$ cat config.mk
export PLATFORM = sky130hd
export DESIGN_NAME = modbus_response_deframer
export DESIGN_NICKNAME = d
export VERILOG_FILES = /design/src/rtl/mrd_pkg.sv /design/src/rtl/mrd_cfg.sv /design/src/rtl/mrd_in_reg.sv /design/src/rtl/mrd_parser.sv /design/src/rtl/mrd_out_reg.sv /design/src/rtl/modbus_response_deframer.sv
export SDC_FILE = /design/constraint.sdc
export NUM_CORES = 1
export LEC_CHECK = 0
export ABC_AREA = 1
export BUFFER_PORTS_ARGS = -buffer_cell sky130_fd_sc_hd__buf_2
export CAP_MARGIN = 15
export CORE_MARGIN = 2
export CORE_UTILIZATION = 55
export CTS_CLUSTER_SIZE = 12
export DETAILED_ROUTE_END_ITERATION = 10
export PLACE_DENSITY = 0.81
export SLEW_MARGIN = 10
export SYNTH_ARGS = -nofsm -noshare
export SYNTH_HDL_FRONTEND = slang
export SYNTH_HIERARCHICAL = 1
export SYNTH_SLANG_ARGS = --single-unit
$ cat constraint.sdc
create_clock -name i_clk -period 4.8 [get_ports i_clk]
set_input_delay 0.72 -clock i_clk [delete_from_list [all_inputs] [get_ports i_clk]]
set_output_delay 0.72 -clock i_clk [all_outputs]
set_load 0.05 [all_outputs]
$ cat src/rtl/mrd_pkg.sv
// ----------------------------------------------------------------------------
// mrd_pkg
// Shared types, constants and the CRC-16 byte update for the Modbus RTU
// read response deframer.
// ----------------------------------------------------------------------------
package mrd_pkg;

    localparam logic [15:0] CRC_INIT          = 16'hFFFF;
    localparam logic [15:0] CRC_POLY          = 16'hA001;
    localparam logic [7:0]  MAX_PAYLOAD_COUNT = 8'd250;
    localparam logic [7:0]  FUNC_CODE_RESET   = 8'h03;

    // Frame positions with a fixed meaning.
    localparam logic [7:0] POS_ADDRESS    = 8'd0;
    localparam logic [7:0] POS_FUNCTION   = 8'd1;
    localparam logic [7:0] POS_COUNT      = 8'd2;
    localparam logic [7:0] POS_VALUE_HIGH = 8'd3;
    localparam logic [7:0] POS_VALUE_LOW  = 8'd4;

    // Register indexes on the configuration port.
    localparam logic REG_CRC_CHECK_ENABLE = 1'b0;
    localparam logic REG_EXPECTED_FUNC    = 1'b1;

    typedef struct packed {
        logic       crc_check_enable;
        logic [7:0] expected_function_code;
    } t_cfg;

    typedef struct packed {
        logic        crc_good;
        logic        accepted;
        logic [15:0] distance;
    } t_result;

    // One byte of the reflected CRC-16, eight shift steps.
    function automatic logic [15:0] f_crc_feed(input logic [15:0] crc, input logic [7:0] b);
        logic [15:0] c;
        c = crc ^ {8'h00, b};
        for (int k = 0; k < 8; k++) begin
            if (c[0]) begin
                c = (c >> 1) ^ CRC_POLY;
            end else begin
                c = c >> 1;
            end
        end
        return c;
    endfunction

endpackage

$ cat src/rtl/mrd_cfg.sv
// ----------------------------------------------------------------------------
// mrd_cfg
// APB register file: CRC check enable and expected function code.
// ----------------------------------------------------------------------------
module mrd_cfg (
    input  logic              i_clk,
    input  logic              i_rst_n,
    input  logic              psel,
    input  logic              penable,
    input  logic              pwrite,
    input  logic [2:0]        paddr,
    input  logic [31:0]       pwdata,
    output logic [31:0]       prdata,
    output logic              pready,
    output mrd_pkg::t_cfg     o_cfg
);

    logic       r_crc_check_enable;
    logic [7:0] r_expected_function_code;
    logic       w_write;

    // Word-aligned decode: only address bit 2 selects the register.
    assign w_write = psel && penable && pwrite;
    assign pready  = 1'b1;

    always_ff @(posedge i_clk) begin
        if (!i_rst_n) begin
            r_crc_check_enable       <= 1'b0;
            r_expected_function_code <= mrd_pkg::FUNC_CODE_RESET;
        end else if (w_write) begin
            case (paddr[2])
                mrd_pkg::REG_CRC_CHECK_ENABLE: r_crc_check_enable       <= pwdata[0];
                mrd_pkg::REG_EXPECTED_FUNC:    r_expected_function_code <= pwdata[7:0];
                default: ;
            endcase
        end
    end

    always_comb begin
        case (paddr[2])
            mrd_pkg::REG_CRC_CHECK_ENABLE: prdata = {31'd0, r_crc_check_enable};
            mrd_pkg::REG_EXPECTED_FUNC:    prdata = {24'd0, r_expected_function_code};
            default:                       prdata = 32'd0;
        endcase
    end

    assign o_cfg.crc_check_enable       = r_crc_check_enable;
    assign o_cfg.expected_function_code = r_expected_function_code;

endmodule

$ cat src/rtl/mrd_in_reg.sv
// ----------------------------------------------------------------------------
// mrd_in_reg
// Input register for received bytes; refills in the cycle it is drained.
// ----------------------------------------------------------------------------
module mrd_in_reg (
    input  logic       i_clk,
    input  logic       i_rst_n,
    input  logic       i_valid,
    output logic       o_ready,
    input  logic [7:0] i_byte,
    output logic       o_valid,
    output logic [7:0] o_byte,
    input  logic       i_take
);

    logic       r_valid;
    logic [7:0] r_byte;

    assign o_ready = !r_valid || i_take;

    always_ff @(posedge i_clk) begin
        if (!i_rst_n) begin
            r_valid <= 1'b0;
        end else if (i_valid && o_ready) begin
            r_valid <= 1'b1;
        end else if (i_take) begin
            r_valid <= 1'b0;
        end
    end

    always_ff @(posedge i_clk) begin
        if (i_valid && o_ready) begin
            r_byte <= i_byte;
        end
    end

    assign o_valid = r_valid;
    assign o_byte  = r_byte;

endmodule

$ cat src/rtl/mrd_parser.sv
// ----------------------------------------------------------------------------
// mrd_parser
// Frame position tracking, running CRC and distance capture for one byte
// per cycle while i_fire is high; emits a result on the trailing CRC byte.
// ----------------------------------------------------------------------------
module mrd_parser (
    input  logic              i_clk,
    input  logic              i_rst_n,
    input  mrd_pkg::t_cfg     i_cfg,
    input  logic              i_fire,
    input  logic [7:0]        i_byte,
    output logic              o_res_valid,
    output mrd_pkg::t_result  o_res
);

    logic [7:0]  r_pos, n_pos;
    logic [7:0]  r_cnt, n_cnt;
    logic [15:0] r_crc, n_crc;
    logic [7:0]  r_crc_lo, n_crc_lo;
    logic [7:0]  r_val_hi, n_val_hi;
    logic [7:0]  r_val_lo, n_val_lo;
    logic [15:0] r_dist, n_dist;
    logic [15:0] w_crc_upd;
    logic [8:0]  w_pos9;
    logic [8:0]  w_cnt9;
    logic        w_good;
    logic        w_acc;
    logic        w_final;

    assign w_crc_upd = mrd_pkg::f_crc_feed(r_crc, i_byte);
    assign w_pos9    = {1'b0, r_pos};
    assign w_cnt9    = {1'b0, r_cnt};

    always_comb begin
        n_pos    = r_pos;
        n_cnt    = r_cnt;
        n_crc    = r_crc;
        n_crc_lo = r_crc_lo;
        n_val_hi = r_val_hi;
        n_val_lo = r_val_lo;
        n_dist   = r_dist;
        w_good   = 1'b0;
        w_acc    = 1'b0;
        w_final  = 1'b0;
        if (r_pos == mrd_pkg::POS_ADDRESS) begin
            n_crc = mrd_pkg::f_crc_feed(mrd_pkg::CRC_INIT, i_byte);
            n_pos = mrd_pkg::POS_FUNCTION;
        end else if (r_pos == mrd_pkg::POS_FUNCTION) begin
            // Hunt for the function code; other bytes leave the CRC alone.
            if (i_byte == i_cfg.expected_function_code) begin
                n_crc = w_crc_upd;
                n_pos = mrd_pkg::POS_COUNT;
            end
        end else if (r_pos == mrd_pkg::POS_COUNT) begin
            if (i_byte > mrd_pkg::MAX_PAYLOAD_COUNT) begin
                n_pos = mrd_pkg::POS_ADDRESS;
                n_cnt = 8'd0;
                n_crc = mrd_pkg::CRC_INIT;
            end else begin
                n_cnt = i_byte;
                n_crc = w_crc_upd;
                n_pos = mrd_pkg::POS_VALUE_HIGH;
            end
        end else begin
            // Short payloads take the distance from the CRC bytes as well.
            if (r_pos == mrd_pkg::POS_VALUE_HIGH) begin
                n_val_hi = i_byte;
            end
            if (r_pos == mrd_pkg::POS_VALUE_LOW) begin
                n_val_lo = i_byte;
            end
            if (w_pos9 <= w_cnt9 + 9'd2) begin
                n_crc = w_crc_upd;
                n_pos = r_pos + 8'd1;
            end else if (w_pos9 == w_cnt9 + 9'd3) begin
                n_crc_lo = i_byte;
                n_pos    = r_pos + 8'd1;
            end else begin
                w_final = 1'b1;
                w_good  = (r_crc_lo == r_crc[7:0]) && (i_byte == r_crc[15:8]);
                w_acc   = !i_cfg.crc_check_enable || w_good;
                if (w_acc) begin
                    n_dist = {n_val_hi, n_val_lo};
                end
                n_pos = mrd_pkg::POS_ADDRESS;
                n_cnt = 8'd0;
                n_crc = mrd_pkg::CRC_INIT;
            end
        end
    end

    always_ff @(posedge i_clk) begin
        if (!i_rst_n) begin
            r_pos    <= mrd_pkg::POS_ADDRESS;
            r_cnt    <= 8'd0;
            r_crc    <= mrd_pkg::CRC_INIT;
            r_crc_lo <= 8'd0;
            r_val_hi <= 8'd0;
            r_val_lo <= 8'd0;
            r_dist   <= 16'd0;
        end else if (i_fire) begin
            r_pos    <= n_pos;
            r_cnt    <= n_cnt;
            r_crc    <= n_crc;
            r_crc_lo <= n_crc_lo;
            r_val_hi <= n_val_hi;
            r_val_lo <= n_val_lo;
            r_dist   <= n_dist;
        end
    end

    assign o_res_valid    = i_fire && w_final;
    assign o_res.distance = n_dist;
    assign o_res.accepted = w_acc;
    assign o_res.crc_good = w_good;

`ifndef SYNTHESIS
    // The position never runs past the trailing CRC high byte.
    a_pos_bound: assert property (@(posedge i_clk) disable iff (!i_rst_n)
        (r_pos > mrd_pkg::POS_COUNT) |-> ({1'b0, r_pos} <= {1'b0, r_cnt} + 9'd4))
        else $error("frame position beyond end of frame");
    // A stored byte count never exceeds the limit.
    a_cnt_bound: assert property (@(posedge i_clk) disable iff (!i_rst_n)
        r_cnt <= mrd_pkg::MAX_PAYLOAD_COUNT)
        else $error("payload count above limit");
    // A completed frame restarts the hunt with a fresh CRC.
    a_restart: assert property (@(posedge i_clk) disable iff (!i_rst_n)
        o_res_valid |=> (r_pos == mrd_pkg::POS_ADDRESS) && (r_crc == mrd_pkg::CRC_INIT))
        else $error("frame did not restart after completion");
    // A good CRC or a disabled check always accepts the frame.
    a_accept: assert property (@(posedge i_clk) disable iff (!i_rst_n)
        (o_res_valid && (o_res.crc_good || !i_cfg.crc_check_enable)) |-> o_res.accepted)
        else $error("frame rejected although it should be accepted");
`endif

endmodule

$ cat src/rtl/mrd_out_reg.sv
// ----------------------------------------------------------------------------
// mrd_out_reg
// Result register holding one completed frame until the receiver takes it.
// ----------------------------------------------------------------------------
module mrd_out_reg (
    input  logic              i_clk,
    input  logic              i_rst_n,
    input  logic              i_load,
    input  mrd_pkg::t_result  i_res,
    output logic              o_space,
    output logic              o_valid,
    input  logic              i_ready,
    output mrd_pkg::t_result  o_res
);

    logic             r_valid;
    mrd_pkg::t_result r_res;

    assign o_space = !r_valid || i_ready;

    always_ff @(posedge i_clk) begin
        if (!i_rst_n) begin
            r_valid <= 1'b0;
        end else if (i_load) begin
            r_valid <= 1'b1;
        end else if (i_ready) begin
            r_valid <= 1'b0;
        end
    end

    always_ff @(posedge i_clk) begin
        if (i_load) begin
            r_res <= i_res;
        end
    end

    assign o_valid = r_valid;
    assign o_res   = r_res;

endmodule

$ cat src/rtl/modbus_response_deframer.sv
// ----------------------------------------------------------------------------
// modbus_response_deframer
// Parses received Modbus RTU read responses and reports the distance field.
// ----------------------------------------------------------------------------
// Received UART bytes enter on the slave stream, one byte per transfer in
// s_axis_tdata. Each byte is stored in an input register and handled from
// there by the parser, which tracks the frame position, runs the CRC-16
// and captures the two distance bytes. On the trailing CRC byte of a frame
// one result is written into the output register and offered on the master
// stream: the held distance in m_axis_tdata, and in m_axis_tuser the flags
// accepted and crc_good. Other bytes produce no result.
// The last frame byte passes from the input register through the parser
// into the output register, which offers the result. Throughput is one
// byte per cycle while the output register has room, set by the single CRC
// byte update between the input and result registers. When the receiver
// stalls while a result is waiting, the parser holds every byte, the input
// register fills, and s_axis_tready stays low until the result is taken.
// Reset (synchronous, active low) empties both registers, restarts the frame
// hunt, clears the held distance, disables the CRC check and sets the expected
// function code to 3. The user writes registers over APB only while idle;
// the block itself does not enforce this.
// ----------------------------------------------------------------------------
module modbus_response_deframer (
    input  logic        i_clk,
    input  logic        i_rst_n,
    input  logic        s_axis_tvalid,
    output logic        s_axis_tready,
    input  logic [7:0]  s_axis_tdata,   // [7:0] rx_byte
    output logic        m_axis_tvalid,
    input  logic        m_axis_tready,
    output logic [15:0] m_axis_tdata,   // [15:0] distance
    output logic [1:0]  m_axis_tuser,   // [0] accepted, [1] crc_good
    input  logic        psel,
    input  logic        penable,
    input  logic        pwrite,
    input  logic [2:0]  paddr,
    input  logic [31:0] pwdata,
    output logic [31:0] prdata,
    output logic        pready
);

    mrd_pkg::t_cfg    w_cfg;
    mrd_pkg::t_result w_res;
    mrd_pkg::t_result w_out_res;
    logic             w_in_valid;
    logic [7:0]       w_in_byte;
    logic             w_space;
    logic             w_fire;
    logic             w_res_valid;

    mrd_cfg u_cfg (
        .i_clk   (i_clk),
        .i_rst_n (i_rst_n),
        .psel    (psel),
        .penable (penable),
        .pwrite  (pwrite),
        .paddr   (paddr),
        .pwdata  (pwdata),
        .prdata  (prdata),
        .pready  (pready),
        .o_cfg   (w_cfg)
    );

    // A stored byte is processed whenever a possible result has room.
    assign w_fire = w_in_valid && w_space;

    mrd_in_reg u_in_reg (
        .i_clk   (i_clk),
        .i_rst_n (i_rst_n),
        .i_valid (s_axis_tvalid),
        .o_ready (s_axis_tready),
        .i_byte  (s_axis_tdata),
        .o_valid (w_in_valid),
        .o_byte  (w_in_byte),
        .i_take  (w_fire)
    );

    mrd_parser u_parser (
        .i_clk       (i_clk),
        .i_rst_n     (i_rst_n),
        .i_cfg       (w_cfg),
        .i_fire      (w_fire),
        .i_byte      (w_in_byte),
        .o_res_valid (w_res_valid),
        .o_res       (w_res)
    );

    mrd_out_reg u_out_reg (
        .i_clk   (i_clk),
        .i_rst_n (i_rst_n),
        .i_load  (w_res_valid),
        .i_res   (w_res),
        .o_space (w_space),
        .o_valid (m_axis_tvalid),
        .i_ready (m_axis_tready),
        .o_res   (w_out_res)
    );

    assign m_axis_tdata = w_out_res.distance;
    assign m_axis_tuser = {w_out_res.crc_good, w_out_res.accepted};

endmodule
# [Word level (Yosys, flattened, before mapping)]
# Index checks and enable logic that the tools add are counted.
[op_classes] n_mux=59 reduce_logical=23 eq_ne=12 bitwise_logic=23 add_sub_neg=3 magnitude_cmp=2
[ops] operator="two-way mux 16 bit" n=36
[ops] operator="two-way mux 8 bit" n=12
[ops] operator="one-hot mux 32 bit (2 select lines)" n=1
[ops] operator="inverter 2 -> 3 bit" n=16
[ops] operator="== test 8 bit" n=3
[ops] operator="adder 8 x 2 -> 9 bit (second input constant)" n=2
[ops] operator="== test 8 x 2 -> 1 bit (second input constant)" n=2
[ops] operator="inverter 8 -> 16 bit" n=1
[ops] operator="bitwise XOR 16 x 8 -> 16 bit" n=1
[ops] operator="== test 8 x 9 -> 1 bit" n=1
[ops] operator="<= comparator 8 x 9 -> 1 bit" n=1
[ops] operator="two-way mux 1 bit" n=9
[ops] operator="adder 8 x 1 -> 8 bit (second input constant)" n=1
[ops] operator="== test 8 x 1 -> 1 bit (second input constant)" n=1
[ops] operator="== test 8 x 3 -> 1 bit (second input constant)" n=1
[ops] operator="> comparator 8 bit (second input constant)" n=1
[ops] operator="logical NOT 8 bit" n=1
[ops] operator="logical AND 1 bit" n=6
[ops] operator="AND reduction 2 bit" n=3
[ops] operator="AND reduction 6 bit" n=1
[ops] operator="inequality test 5 x 1 -> 1 bit (second input constant)" n=1
[ops] operator="inverter 1 bit" n=5
[ops] operator="AND reduction 5 bit" n=1
[ops] operator="OR reduction 5 bit" n=1
[ops] operator="other kinds (8)" n=14
[word_totals] elab_cells=137 input_bits=50 ff_bits=109 output_inout_bits=53

# [Depth between registers and ports, before layout]
[depth] ltp_word=25 ltp_mapped=19 depth_no_buf=19

# [By module]
# The synthesis kept the hierarchy.
[modules_own_cells] mod="mrd_parser" instances=1 cells_each=844 seq_area_each_um2=1441.4 area_per_inst_um2=5286.3
[modules_own_cells] mod="mrd_cfg" instances=1 cells_each=105 seq_area_each_um2=180.2 area_per_inst_um2=718.2
[modules_own_cells] mod="mrd_out_reg" instances=1 cells_each=24 seq_area_each_um2=560.5 area_per_inst_um2=586.8
[modules_own_cells] mod="mrd_in_reg" instances=1 cells_each=15 seq_area_each_um2=260.2 area_per_inst_um2=291.5
[modules_own_cells] mod="modbus_response_deframer" instances=1 cells_each=2 seq_area_each_um2=0.0 area_per_inst_um2=7.5

# [Worst setup path after synthesis]
# No wires, ideal clock.
[synth_timing] kind="flip-flop to flip-flop" from="register u_parser.r_cnt[2]" to="register u_out_reg.r_res (netlist bit u_out_reg/o_res[0]), enable pin" setup_ns=0.394 path_stages_with_launch=15 n_path_buf=0 arrival_ns=2.795 synth_period_minus_slack_ns=3.189 setup_slack_ns=1.611 cell_sequence="dfxtp_1 ha_1 inv_1 nor2_1 xor2_1 inv_1 ha_1 nand2_1 inv_1 nand3_1 nor2_1 nor2_1 a21oi_1 nand2_1 nor2_1"
[synth_via] elab_chain_len=8
[synth_rtl] item="from (decl)" line="mrd_parser.sv:17" text="logic [7:0] r_cnt, n_cnt;"
[synth_rtl] item="from (signal assigned)" line="mrd_parser.sv:103" text="r_cnt <= n_cnt;"
[synth_rtl] item="branches (longest 3 deep; another with adder 8 x 2 -> 9 bit)"
[synth_rtl] item="two-way mux 1 bit (*)" line="mrd_parser.sv:72" text="if (w_pos9 <= w_cnt9 + 9'd2) begin"
[synth_rtl] item="two-way mux 1 bit (*)" line="mrd_parser.sv:54" text="end else if (r_pos == mrd_pkg::POS_COUNT) begin"
[synth_rtl] item="two-way mux 1 bit (*)" line="mrd_parser.sv:48" text="end else if (r_pos == mrd_pkg::POS_FUNCTION) begin"
[synth_rtl] item="two-way mux 1 bit (*)" line="mrd_parser.sv:45" text="if (r_pos == mrd_pkg::POS_ADDRESS) begin"
[synth_rtl] item="logical AND 1 bit (*)" line="mrd_parser.sv:112" text="assign o_res_valid = i_fire && w_final;"
[synth_rtl] item="named net w_res_valid" line="modbus_response_deframer.sv:49" text="logic w_res_valid;"
[synth_rtl] item="to (signal assigned)" line="mrd_out_reg.sv:33" text="r_res <= i_res;"
[synth_rtl] item="to (decl)" line="mrd_out_reg.sv:17" text="mrd_pkg::t_result r_res;"
# Mark *: on every way through the listed nets, which the timed path passes.
# A chain may end at the register's enable or synchronous reset.

# [Worst setup path after layout]
[layout_timing] from="register u_parser.r_cnt[2]" to="register u_out_reg.r_res (netlist bit u_out_reg/o_res[1]), enable pin"
# The elaborated chain is that of the path after synthesis.

==> results_dict.tcl <==
set metrics [dict create \
    ys_top_cells_by_area "dfxtp_1 24%, nand2_1 15%, edfxtp_1 11%" \
    vias_per_cell 4.945 \
    cap_violations 0 \
    setup_viol_count_final 0 \
    core_um2 12110 \
    drc_errors 0 \
    start_util 0.5689 \
    fin_tns_setup_ns 0 \
    firstDrtPassIters 5 \
    yosys.area.top_type "dfxtp_1" \
    synthCells 990 \
    drive_above_1_share 0.1138 \
    worstMarginPinSlew_ns 1.031 \
    wl_mm 14.85 \
    wl_met3_um 831 \
    nets 1084 \
    ctsResizeCount 0 \
    yosysTopAreaCellShare 0.2411 \
    hold_viol_final 0 \
    grt_pass1_wl_mm 24.23 \
    wl_met1_mm 6.932 \
    postCtsSetupBuffers 0 \
    ir_drop_uv 241.3 \
    grt_max_degree 41 \
    slew_violations 0 \
    cts.htree.levels 3 \
    dp_hpwl_mm 10.49 \
    path_clk_slew_ns 0.07 \
    path_max_fanout 19 \
    ctsHoldBuffers 0 \
    synth.distinct_cells 41 \
    synth_edf_count 26 \
    ys.flop_type "dfxtp_1" \
    place_inst 1171 \
    arrival_ns 3.56 \
    cp-end-kind "register" \
    wl_per_cell_um 12.51 \
    fin_crit_ns 3.591 \
    clockBufferDepth 2 \
    n_fill_cell 1112 \
    io_pins 103 \
    synthArstFlopShare 0 \
    numPortBuffers 51 \
    placementRows 40 \
    die_y_um 115.9 \
    final-instance-count-excl-fill 1187 \
    vias 5870 \
    place_ws_ns 1.255 \
    required_ns 4.77 \
    clock_sinks 109 \
    antenna_found_initial 0 \
    drt_iter0_markers 419 \
    setup_ws_ns 1.209 \
    fin_crit_sh 0.7481 \
    critPathKind "reg -> reg" \
    power_per_cell_area_nw_per_um2 300.6 \
    whs_ns 0.4519 \
    relSlewSlack 0.3120 \
    ys_seq_area_frac 0.3545 \
    rsz0062_at_grt "no" \
    worstSetupStartpointType "register" \
    fmax_mhz 278.5 \
    cts_tree "done" \
    status "completed" \
    ys_ff_latch 109 \
    clk_latency_ns 0.35 \
    grt_pass1_vias 5216 \
    area_growth_syn_to_layout_pct 6.374 \
    die_x_um 115.9 \
    met2_length_mm 6.885 \
    syn_area_per_cell_um2 6.960 \
    die_area_um2 13440 \
    ant_nets 0 \
    gr-total-overflow 0 \
    ctsRootBufferMaster "clkbuf_16" \
    diodes 0 \
    finalPower_mw 2.203 \
    cts_buffers 9 \
    p_leak_nw 3.600 \
    dr.max_layer_used "met4" \
    hp-class "reg -> reg" \
    grt_usage 0.2272 \
    synth_warnings 6 \
    gp_congestion 0.8718 \
    synth_area_um2 6890 \
    skew_ns 0.005893 \
]
-- registers in the layout (all words and copies together) (netlist names) --
name                            cells
u_parser/r_pos                      8
u_in_reg/o_valid                    1
u_parser/r_dist                    16
u_cfg/r_expected_function_code      8
u_parser/r_crc                     16
u_in_reg/o_byte                     8
u_out_reg/o_res                    18
u_parser/r_crc_lo                   8
u_parser/r_val_lo                   8
u_parser/r_cnt                      8
u_out_reg/o_valid                   1
u_cfg/r_crc_check_enable            1
u_parser/r_val_hi                   8
-- synthesized netlist by cell type (2+ instances only) --
master and number:
nand4_4 2, inv_1 113, dfxtp_1 83, nor2_2 4, nand2_1 276, a21oi_1 44, nand3_1 56, buf_2 16
nor2_1 138, a21o_1 2, nand4_1 22, inv_2 7, nand2_4 4, or2_2 2, nand2_2 9, a21oi_2 3
nor2_4 3, ha_1 20, nand3b_1 2, buf_6 5, edfxtp_1 26, nor3_1 6, clkinv_1 2, clkbuf_1 6
o21ai_0 31, conb_1 2, xnor2_1 19, buf_4 34, nor2_8 4, o21ai_1 3, buf_1 4, xor2_1 33
-- worst paths after layout --
path,from,to,slack (ns),depth (start not counted)
max,u_parser/r_cnt[2],u_out_reg/o_res[1],1.21,14
min,u_parser/r_val_hi[1],u_parser/r_val_hi[1],0.45,2
max reg2reg,u_parser/r_cnt[2],u_out_reg/o_res[1],1.21,14
min reg2reg,u_parser/r_val_hi[1],u_parser/r_val_hi[1],0.45,2
-- power breakdown --
group	leakage [nW]	total [mW]	internal, mW	switching [mW]
Clock	0.138	0.711	0.370	0.341
Sequential	0.920	1.04	0.984	0.0516
Combinational	2.54	0.456	0.139	0.317
Total	3.60	2.20	1.49	0.710
-- final cells by class --
class                   count  area (um2)  share of cell area
multi-input cells         715        3635              0.4959
inverters                 124       473.0             0.06453
clock inverters             6       45.04            0.006145
flip-flops and latches    109        2442              0.3332
repair buffers             55       285.3             0.03892
well taps                 168       210.2             0.02868
clock buffers              10       239.0             0.03260
-- cell families (layout without fill, tap and decap cells) --
kind of cell	after synthesis	after routing	synth area share
flip-flops	109	109	0.3545
other	2	25	0.001090
buffers and inverters	189	195	0.1309
AO/OA/AOI/OAI	86	86	0.06864
adder cells (fa/ha/maj)	20	20	0.03632
XOR/XNOR	52	52	0.06610
AND/OR/NAND/NOR	532	532	0.3425
-- placed cells by master, fill, tap and decap left out, types with 5 or more instances in the layout --
cell	synthesis	routed
nor2_1	138	137
nand4_1	22	22
inv_1	113	113
conb_1	2	25
a21oi_1	44	44
dfxtp_1	83	83
clkbuf_16	0	9
xnor2_1	19	19
o21ai_0	31	31
xor2_1	33	33
edfxtp_1	26	26
nor2_2	4	5
nand2_2	9	9
nor3_1	6	6
buf_2	16	51
nand3_1	56	56
nand2_1	276	276
ha_1	20	20
inv_2	7	7
-- layer usage --
layer  track usage  vias to the layer above
met4       0.05873                        0
met1        0.3001                     2610
met3       0.05073                       17
met2        0.3786                      167
li1              -                     3076
met5             0                        -
-- per-stage QoR --
stage               instance area, um2  utilization
floorplan                         6977            -
global placement                  7046       0.5817
detailed placement                7046       0.5817
CTS                               7330       0.6052
global route                      7330       0.6052
finish                            7330       0.6052
-- critical path: stages (launching register included) --
cell and delay, ns:
dfxtp_1 0.47, ha_1 0.27, inv_1 0.08, nor2_1 0.13, xor2_1 0.15, inv_1 0.06
ha_1 0.29, nand2_1 0.07, inv_1 0.05, nand3_1 0.07, nor2_1 0.09, nor2_1 0.05
a21oi_1 0.37, nand2_1 0.23, nor2_2 0.83
Note: power is estimated with default switching activity, not from simulation.
